## config.mk

```make
export PLATFORM = sky130hd
export DESIGN_NAME = self_organizing_intersection_lights
export DESIGN_NICKNAME = d
export VERILOG_FILES = /design/src/hdl/soil_pkg.sv /design/src/hdl/soil_datapath.sv /design/src/hdl/soil_ctrl.sv /design/src/hdl/self_organizing_intersection_lights.sv
export SDC_FILE = /design/constraint.sdc
export NUM_CORES = 2
export LEC_CHECK = 0
export BUFFER_PORTS_ARGS = -buffer_cell sky130_fd_sc_hd__buf_2
export CAP_MARGIN = 20
export CORE_MARGIN = 8
export CORE_UTILIZATION = 58
export CTS_BUF_LIST = sky130_fd_sc_hd__clkbuf_4 sky130_fd_sc_hd__clkbuf_8
export DETAILED_ROUTE_END_ITERATION = 8
export PLACE_DENSITY = 0.74
export SLEW_MARGIN = 25
export SYNTH_ARGS = -nofsm -noshare
export SYNTH_HDL_FRONTEND = slang
export SYNTH_MEMORY_MAX_BITS = 65536
export SYNTH_SLANG_ARGS = --single-unit
```

## constraint.sdc

```tcl
create_clock -name clk -period 42.6 [get_ports clk]
set_input_delay 4.26 -clock clk [delete_from_list [all_inputs] [get_ports clk]]
set_output_delay 4.26 -clock clk [all_outputs]
set_load 0.02 [all_outputs]
```

## src/hdl/soil_pkg.sv

```systemverilog
// Shared types and constants for the self-organizing intersection light block.
package soil_pkg;

	localparam int ROWS = 16;
	localparam int COLS = 16;
	localparam int DEPTH = ROWS * COLS;
	localparam int IDX_W = (DEPTH > 1) ? $clog2(DEPTH) : 1;

	localparam int TIMER_W = 16;
	localparam int CFG_IDX_W = 2;
	localparam int CFG_DATA_W = 16;

	localparam logic [CFG_IDX_W-1:0] REG_MIN_GREEN = 2'd0;
	localparam logic [CFG_IDX_W-1:0] REG_MAX_RED = 2'd1;
	localparam logic [CFG_IDX_W-1:0] REG_COUNT_THRESH = 2'd2;
	localparam logic [CFG_IDX_W-1:0] REG_PLATOON = 2'd3;

	typedef enum logic [1:0] {
		PH_V   = 2'd0,
		PH_H   = 2'd1,
		PH_RED = 2'd2
	} phase_t;

	typedef struct packed {
		logic [3:0]  row;
		logic [3:0]  col;
		logic        stop_h;
		logic        stop_v;
		logic [7:0]  approach_h;
		logic [7:0]  approach_v;
		logic [7:0]  near_h;
		logic [7:0]  near_v;
		logic [15:0] sum_h;
		logic [15:0] sum_v;
	} item_t;

	typedef struct packed {
		logic [3:0] out_row;
		logic [3:0] out_col;
		logic       green_h;
		logic       green_v;
		logic       changed;
		logic       clear_sum_h;
		logic       clear_sum_v;
	} result_t;

	// Commands from the controller to the datapath.
	typedef struct packed {
		logic capture;
		logic update;
	} cmd_t;

endpackage

```

## src/hdl/soil_datapath.sv

```systemverilog
// Datapath: configuration registers, phase and timer memory, rule evaluation, result register.
module soil_datapath (
	input  logic                          clk,
	input  logic                          arst_n,
	input  soil_pkg::cmd_t                cmd,
	input  soil_pkg::item_t               item,
	input  logic                          cfg_wen,
	input  logic [soil_pkg::CFG_IDX_W-1:0]  cfg_index,
	input  logic [soil_pkg::CFG_DATA_W-1:0] cfg_data,
	output soil_pkg::result_t             result
);

	localparam int ENTRY_W = 2 + soil_pkg::TIMER_W;

	logic [15:0] min_green_q;
	logic [15:0] max_red_q;
	logic [15:0] count_thresh_q;
	logic [7:0]  platoon_q;

	logic [ENTRY_W-1:0] mem [soil_pkg::DEPTH];
	logic [soil_pkg::DEPTH-1:0] vld_q;

	soil_pkg::item_t            item_q;
	logic [3:0]                 row_sat_q;
	logic [3:0]                 col_sat_q;
	logic [soil_pkg::IDX_W-1:0] idx_q;
	logic [ENTRY_W-1:0]         rd_data_q;
	logic                       rd_valid_q;
	soil_pkg::result_t          result_q;

	logic [3:0]                 row_sat;
	logic [3:0]                 col_sat;
	logic [soil_pkg::IDX_W-1:0] idx;

	logic [1:0]                     ph_cur;
	logic [soil_pkg::TIMER_W-1:0]   t_cur;
	logic [soil_pkg::TIMER_W-1:0]   t_inc;
	logic [1:0]                     ph_next;
	logic [soil_pkg::TIMER_W-1:0]   t_next;
	logic                           sw;
	logic                           red;
	logic                           clr_h;
	logic                           clr_v;
	logic                           g_stop;
	logic                           r_stop;
	logic [7:0]                     g_app;
	logic [7:0]                     r_app;
	logic [7:0]                     g_near;
	logic [15:0]                    r_sum;
	logic                           is_h;

	always_ff @(posedge clk or negedge arst_n) begin
		if (!arst_n) begin
			min_green_q <= '0;
			max_red_q <= '0;
			count_thresh_q <= '0;
			platoon_q <= '0;
		end else if (cfg_wen) begin
			unique case (cfg_index)
				soil_pkg::REG_MIN_GREEN: min_green_q <= cfg_data;
				soil_pkg::REG_MAX_RED: max_red_q <= cfg_data;
				soil_pkg::REG_COUNT_THRESH: count_thresh_q <= cfg_data;
				soil_pkg::REG_PLATOON: platoon_q <= cfg_data[7:0];
				default: ;
			endcase
		end
	end

	// Out-of-range street indexes saturate to the last street.
	always_comb begin
		row_sat = (32'(item.row) >= soil_pkg::ROWS) ? 4'(soil_pkg::ROWS - 1) : item.row;
		col_sat = (32'(item.col) >= soil_pkg::COLS) ? 4'(soil_pkg::COLS - 1) : item.col;
		idx = soil_pkg::IDX_W'(32'(row_sat) * soil_pkg::COLS + 32'(col_sat));
	end

	always_ff @(posedge clk) begin
		if (cmd.capture) begin
			item_q <= item;
			row_sat_q <= row_sat;
			col_sat_q <= col_sat;
			idx_q <= idx;
			rd_data_q <= mem[idx];
		end
		if (cmd.update) begin
			mem[idx_q] <= {ph_next, t_next};
		end
	end

	always_ff @(posedge clk or negedge arst_n) begin
		if (!arst_n) begin
			vld_q <= '0;
			rd_valid_q <= 1'b0;
		end else begin
			if (cmd.capture) begin
				rd_valid_q <= vld_q[idx];
			end
			if (cmd.update) begin
				vld_q[idx_q] <= 1'b1;
			end
		end
	end

	// An entry never written holds the reset state: vertical green, timer zero.
	always_comb begin
		ph_cur = rd_valid_q ? rd_data_q[ENTRY_W-1 -: 2] : soil_pkg::PH_V;
		t_cur = rd_valid_q ? rd_data_q[soil_pkg::TIMER_W-1:0] : '0;
		t_inc = (t_cur == '1) ? t_cur : t_cur + 1'b1;

		is_h = (ph_cur == soil_pkg::PH_H);
		g_stop = is_h ? item_q.stop_h : item_q.stop_v;
		r_stop = is_h ? item_q.stop_v : item_q.stop_h;
		g_app = is_h ? item_q.approach_h : item_q.approach_v;
		r_app = is_h ? item_q.approach_v : item_q.approach_h;
		g_near = is_h ? item_q.near_h : item_q.near_v;
		r_sum = is_h ? item_q.sum_v : item_q.sum_h;

		sw = 1'b0;
		red = 1'b0;
		clr_h = 1'b0;
		clr_v = 1'b0;
		ph_next = ph_cur;
		t_next = t_inc;

		case (ph_cur)
			soil_pkg::PH_V, soil_pkg::PH_H: begin
				if (g_stop) begin
					if (r_stop) red = 1'b1;
					else sw = 1'b1;
				end else if (!r_stop) begin
					if (r_app != '0 && g_app == '0) begin
						sw = 1'b1;
					end else if (!(g_near != '0 && g_near < platoon_q)) begin
						if (t_inc >= min_green_q
						    && (r_sum >= count_thresh_q || t_inc >= max_red_q)) begin
							sw = 1'b1;
						end
					end
				end
				if (red) begin
					ph_next = soil_pkg::PH_RED;
					t_next = '0;
				end else if (sw) begin
					t_next = '0;
					if (is_h) begin
						ph_next = soil_pkg::PH_V;
						clr_v = 1'b1;
					end else begin
						ph_next = soil_pkg::PH_H;
						clr_h = 1'b1;
					end
				end
			end
			default: begin
				// All red, and the unused code that behaves like it.
				if (!item_q.stop_h) begin
					ph_next = soil_pkg::PH_H;
					t_next = '0;
				end else if (!item_q.stop_v) begin
					ph_next = soil_pkg::PH_V;
					t_next = '0;
				end else begin
					ph_next = soil_pkg::PH_RED;
				end
			end
		endcase
	end

	always_ff @(posedge clk) begin
		if (cmd.update) begin
			result_q.out_row <= row_sat_q;
			result_q.out_col <= col_sat_q;
			result_q.green_h <= (ph_next == soil_pkg::PH_H);
			result_q.green_v <= (ph_next == soil_pkg::PH_V);
			result_q.changed <= sw;
			result_q.clear_sum_h <= clr_h;
			result_q.clear_sum_v <= clr_v;
		end
	end

	assign result = result_q;

endmodule

```

## src/hdl/soil_ctrl.sv

```systemverilog
// Controller: sequences capture, table update and the result handshake.
module soil_ctrl (
	input  logic           clk,
	input  logic           arst_n,
	input  logic           item_valid,
	output logic           item_stall,
	output logic           result_valid,
	input  logic           result_stall,
	output soil_pkg::cmd_t cmd
);

	typedef enum logic {
		ST_IDLE,
		ST_UPDATE
	} state_t;

	state_t state_q;
	logic   result_valid_q;

	assign item_stall = (state_q != ST_IDLE);
	assign cmd.capture = item_valid && (state_q == ST_IDLE);
	// The update waits only when the previous result still sits unclaimed.
	assign cmd.update = (state_q == ST_UPDATE) && (!result_valid_q || !result_stall);
	assign result_valid = result_valid_q;

	always_ff @(posedge clk or negedge arst_n) begin
		if (!arst_n) begin
			state_q <= ST_IDLE;
			result_valid_q <= 1'b0;
		end else begin
			unique case (state_q)
				ST_IDLE: begin
					if (cmd.capture) state_q <= ST_UPDATE;
				end
				ST_UPDATE: begin
					if (cmd.update) state_q <= ST_IDLE;
				end
				default: state_q <= ST_IDLE;
			endcase
			if (cmd.update) begin
				result_valid_q <= 1'b1;
			end else if (!result_stall) begin
				result_valid_q <= 1'b0;
			end
		end
	end

endmodule

```

## src/hdl/self_organizing_intersection_lights.sv

```systemverilog
// Top level of the self-organizing intersection light controller.
// Each transaction on the item channel is one tick for one intersection and yields exactly
// one transaction on the result channel. Items are handled one at a time: the intersection's
// phase and timer entry is read from the state memory when the item is captured, then the
// switching rules are applied and the entry is written back in the update state; a new item
// is taken only after that write-back. A finished result waits in an output register, and the next
// item is accepted meanwhile. The state memory needs no clearing pass: a valid bit per entry,
// cleared by reset, makes unwritten entries read as vertical green with a zero timer.
// Configuration registers may be written only while no transaction is in flight.
module self_organizing_intersection_lights (
	input  logic                            clk,
	input  logic                            arst_n,
	input  logic                            item_valid,
	output logic                            item_stall,
	input  soil_pkg::item_t                 item,
	output logic                            result_valid,
	input  logic                            result_stall,
	output soil_pkg::result_t               result,
	input  logic                            cfg_wen,
	input  logic [soil_pkg::CFG_IDX_W-1:0]  cfg_index,
	input  logic [soil_pkg::CFG_DATA_W-1:0] cfg_data
);

	soil_pkg::cmd_t cmd;

	soil_ctrl u_ctrl (
		.clk          (clk),
		.arst_n       (arst_n),
		.item_valid   (item_valid),
		.item_stall   (item_stall),
		.result_valid (result_valid),
		.result_stall (result_stall),
		.cmd          (cmd)
	);

	soil_datapath u_datapath (
		.clk       (clk),
		.arst_n    (arst_n),
		.cmd       (cmd),
		.item      (item),
		.cfg_wen   (cfg_wen),
		.cfg_index (cfg_index),
		.cfg_data  (cfg_data),
		.result    (result)
	);

endmodule

```

==> results.toml <==
[outcome]
status = "completed"

[routing]
vias_per_cell = 6.74
first_pass_iters = 6
drt-total-wl_um = 484000
first_iter_violations = 14200
route.vias.total = 97300
routedWlPerCell_um = 33.5
ant_nets = 0
route.detailed.drc = 0

[synth]
synth_seq_cells = 5028
ys_types = 55
synth-edff-count = 4713
synthSimpleGateAreaFrac_pct = 2.06
synth_compound_area_share_pct = 3.70
syn_inst = 8705
synth_fa_ha_area_share_pct = 0.365
muxShareOfSynthArea_pct = 14.7
post_synth_xor_area_fraction_pct = 0.0547
ys_seq_area_share_pct = 77.8
ys_warn_count = 0
syn_area_per_cell_um2 = 22.1
synth_nets = 8858
synth_top_family_by_area = "multiplexers"
syn_area_um2 = 192000
ys.flop_type = "edfxtp_1"
async_reset_ff_share_pct = 6.26

[pwr]
leakagePower_nw = 71.4
powerDensity_nw_per_um2 = 46.7
max-vdd-ir-drop_uv = 35.9

[timing]
slew_violations = 0
fin_skew_ps = 89.9
max_freq_ghz = 0.0989
setup_viol = 0
slew-limit-headroom_pct = 12.1
worst_slew_pin_slew_ps = 1310
timing.final.crit_period_ps = 10110
setup-tns-final_ps = 0
hold_violations = 0
rsz0062_at_grt = "false"
fin_crit_sh_pct = 23.7

[final_layout]
layout_commonest_cell = "edfxtp_1"
drive_gt1_share_pct = 35.1
final_net_count = 9604
fin_area_um2 = 215000
mostFrequentLayoutCells = "edfxtp_1 (4713), mux4_2 (1217), clkbuf_8 (795)"
syn2layout_area_growth_pct = 12.0

[clocking]
clockBufferDepth = 4
clock_latency_ps = 1240
cts.clk_slew.worst_paths_ps = 60
post_cts_resized = 0
cts_tree = "built"
cts_made_buffers = 747
cts_hold_buf = 0
clock-sinks = 5028
post_cts_buffers = 0
cts_root_buffer = "clkbuf_8"
cts-htree-levels = 6

[min_path]
min_to = "u_datapath.vld_q[10]"
min_path_type = "reg -> reg"
min_from = "u_datapath.vld_q[10]"
worstHoldPathCells = 1

[setup_path]
cp-end-kind = "register"
ff2ff_path_depth = 20
critPathMaxFanout = 109
ff2ff_setup_slack_ps = 34120
worstPathRequired_ps = 43530
critPathKind = "in -> reg"
r2r_end = "u_datapath.mem[51][5]"
r2r-start = "u_datapath.rd_valid_q"
startpoint_type = "input port"
crit_arrival_ps = 11040

[place]
dp_hpwl_um = 274000
gp_congestion = 0.860
port_buffers = 111
place_area_um2 = 200000

[grt]
grt_pass1_wl_um = 692000
overflow = 0
antenna_found_initial = 27
grt_util_all_layers_pct = 27.3
grt_pass1_vias = 97400
grt_max_degree = 209

[floorplan]
ios = 112
die_y_um = 591
start_util_pct = 58.2
die_w_um = 591
dieArea_um2 = 350000
rows = 211
coreArea_um2 = 330000

[run]
drv_cap = 0
layout make-up:
class,instances,area [um^2]
inverter,63,239
fill,20500,115000
clock buffer,1100,13200
sequential,5028,149000
antenna,13,32.5
clock inverter,249,1650
multi-input combinational,3122,41300
timing repair buffer,489,3790
tap,4366,5460
critical path, cell delays in order:
cell	delay, ps
buf_12	660
buf_4	850
buf_4	620
buf_4	810
buf_4	770
buf_4	650
mux4_2	580
a22oi_1	270
a21oi_1	130
nor2_1	290
o221ai_1	390
a22oi_1	350
o221ai_1	170
synth_stat cells (6+ instances only):
library cell	number	area (um^2)
a22oi_1	324	2430
nor3_1	43	215
a2111oi_0	7	61.3
ha_1	56	701
o221ai_1	55	482
o21ai_0	31	155
edfxtp_1	4713	142000
or2_2	258	1610
a31oi_1	7	43.8
nor2_1	324	1220
mux2_2	68	766
a21o_1	6	45.0
mux4_2	1217	27400
mux2i_1	9	90.1
xnor2_1	8	70.1
buf_4	25	188
buf_6	21	236
o22ai_1	36	225
a21boi_0	7	52.6
nand4_1	10	62.6
nand3_1	29	145
a211oi_1	12	90.1
a221oi_1	145	1270
nor2b_1	12	75.1
inv_1	63	236
buf_1	55	206
nor4_1	11	68.8
buf_2	120	601
nand2_1	79	297
nand3b_1	6	45.0
dfrtp_1	315	7880
a21oi_1	164	821
clkbuf_1	270	1010
a22o_1	144	1260
nand2b_1	10	62.6
report_power, final:
group / leakage, nW / switching [W] / internal (W) / total (W)
logic: 15.5 / 0.000415 / 0.000207 / 0.000622
clock network: 7.95 / 0.00182 / 0.00206 / 0.00388
registers: 48.0 / 0.0000344 / 0.00550 / 0.00553
per-stage QoR:
step	hold slack (ps)	util, %	power [W]	setup slack (ps)	cells
detailed placement	447	60.6	0.00625	31060	13100
floorplan	424	-	0.00603	26370	8705
global route	470	65.2	0.0103	31970	14400
finish	462	65.2	0.0100	32490	14400
CTS	463	65.1	0.0101	32370	14400
global placement	444	60.5	0.00622	31130	13100
worst max path at each step:
stage                                from                      end  slack, ps  cells after the start
floorplan           u_datapath.rd_valid_q    u_datapath.mem[0][10]      26370                     17
global placement                 item[66]  u_datapath.rd_data_q[5]      31130                     13
detailed placement               item[66]  u_datapath.rd_data_q[0]      31060                     13
CTS                              item[66]  u_datapath.rd_data_q[0]      32370                     13
global route                     item[66]  u_datapath.rd_data_q[8]      31970                     13
finish                           item[66]  u_datapath.rd_data_q[5]      32490                     13
per-layer routing:
metal | GRT usage, % | vias up | share of wire, %
li1 | - | 38400 | -
met1 | 37.3 | 51200 | 36
met2 | 42.0 | 6648 | 47
met3 | 7.98 | 1025 | 13
met4 | 11.3 | 12 | 4.5
met5 | 0 | - | 0.018
kinds of logic (layout without fill, tap and decap cells):
kind of cell | Yosys count | after routing
buffers and inverters | 555 | 1901
xor gates and xnor gates | 12 | 12
other | 0 | 13
muxes | 1294 | 1294
adders and majority gates | 56 | 56
DFF | 5028 | 5028
AOI/OAI and AO/OA | 957 | 957
and+or+nand+nor | 803 | 803
state kept, by name, summed over array words and instances, names as in the netlist:
name and cells:
u_datapath.mem 4608, u_datapath.vld_q 256, u_datapath.item_q 66, u_datapath.rd_data_q 18, u_datapath.count_thresh_q 16, u_datapath.max_red_q 16, u_datapath.min_green_q 16, u_datapath.result 13
u_datapath.platoon_q 8, u_datapath.idx_q 4, u_datapath.row_sat_q 4, u_ctrl.item_stall 1, u_ctrl.result_valid 1, u_datapath.rd_valid_q 1
Power figures use the tool's default switching activity.
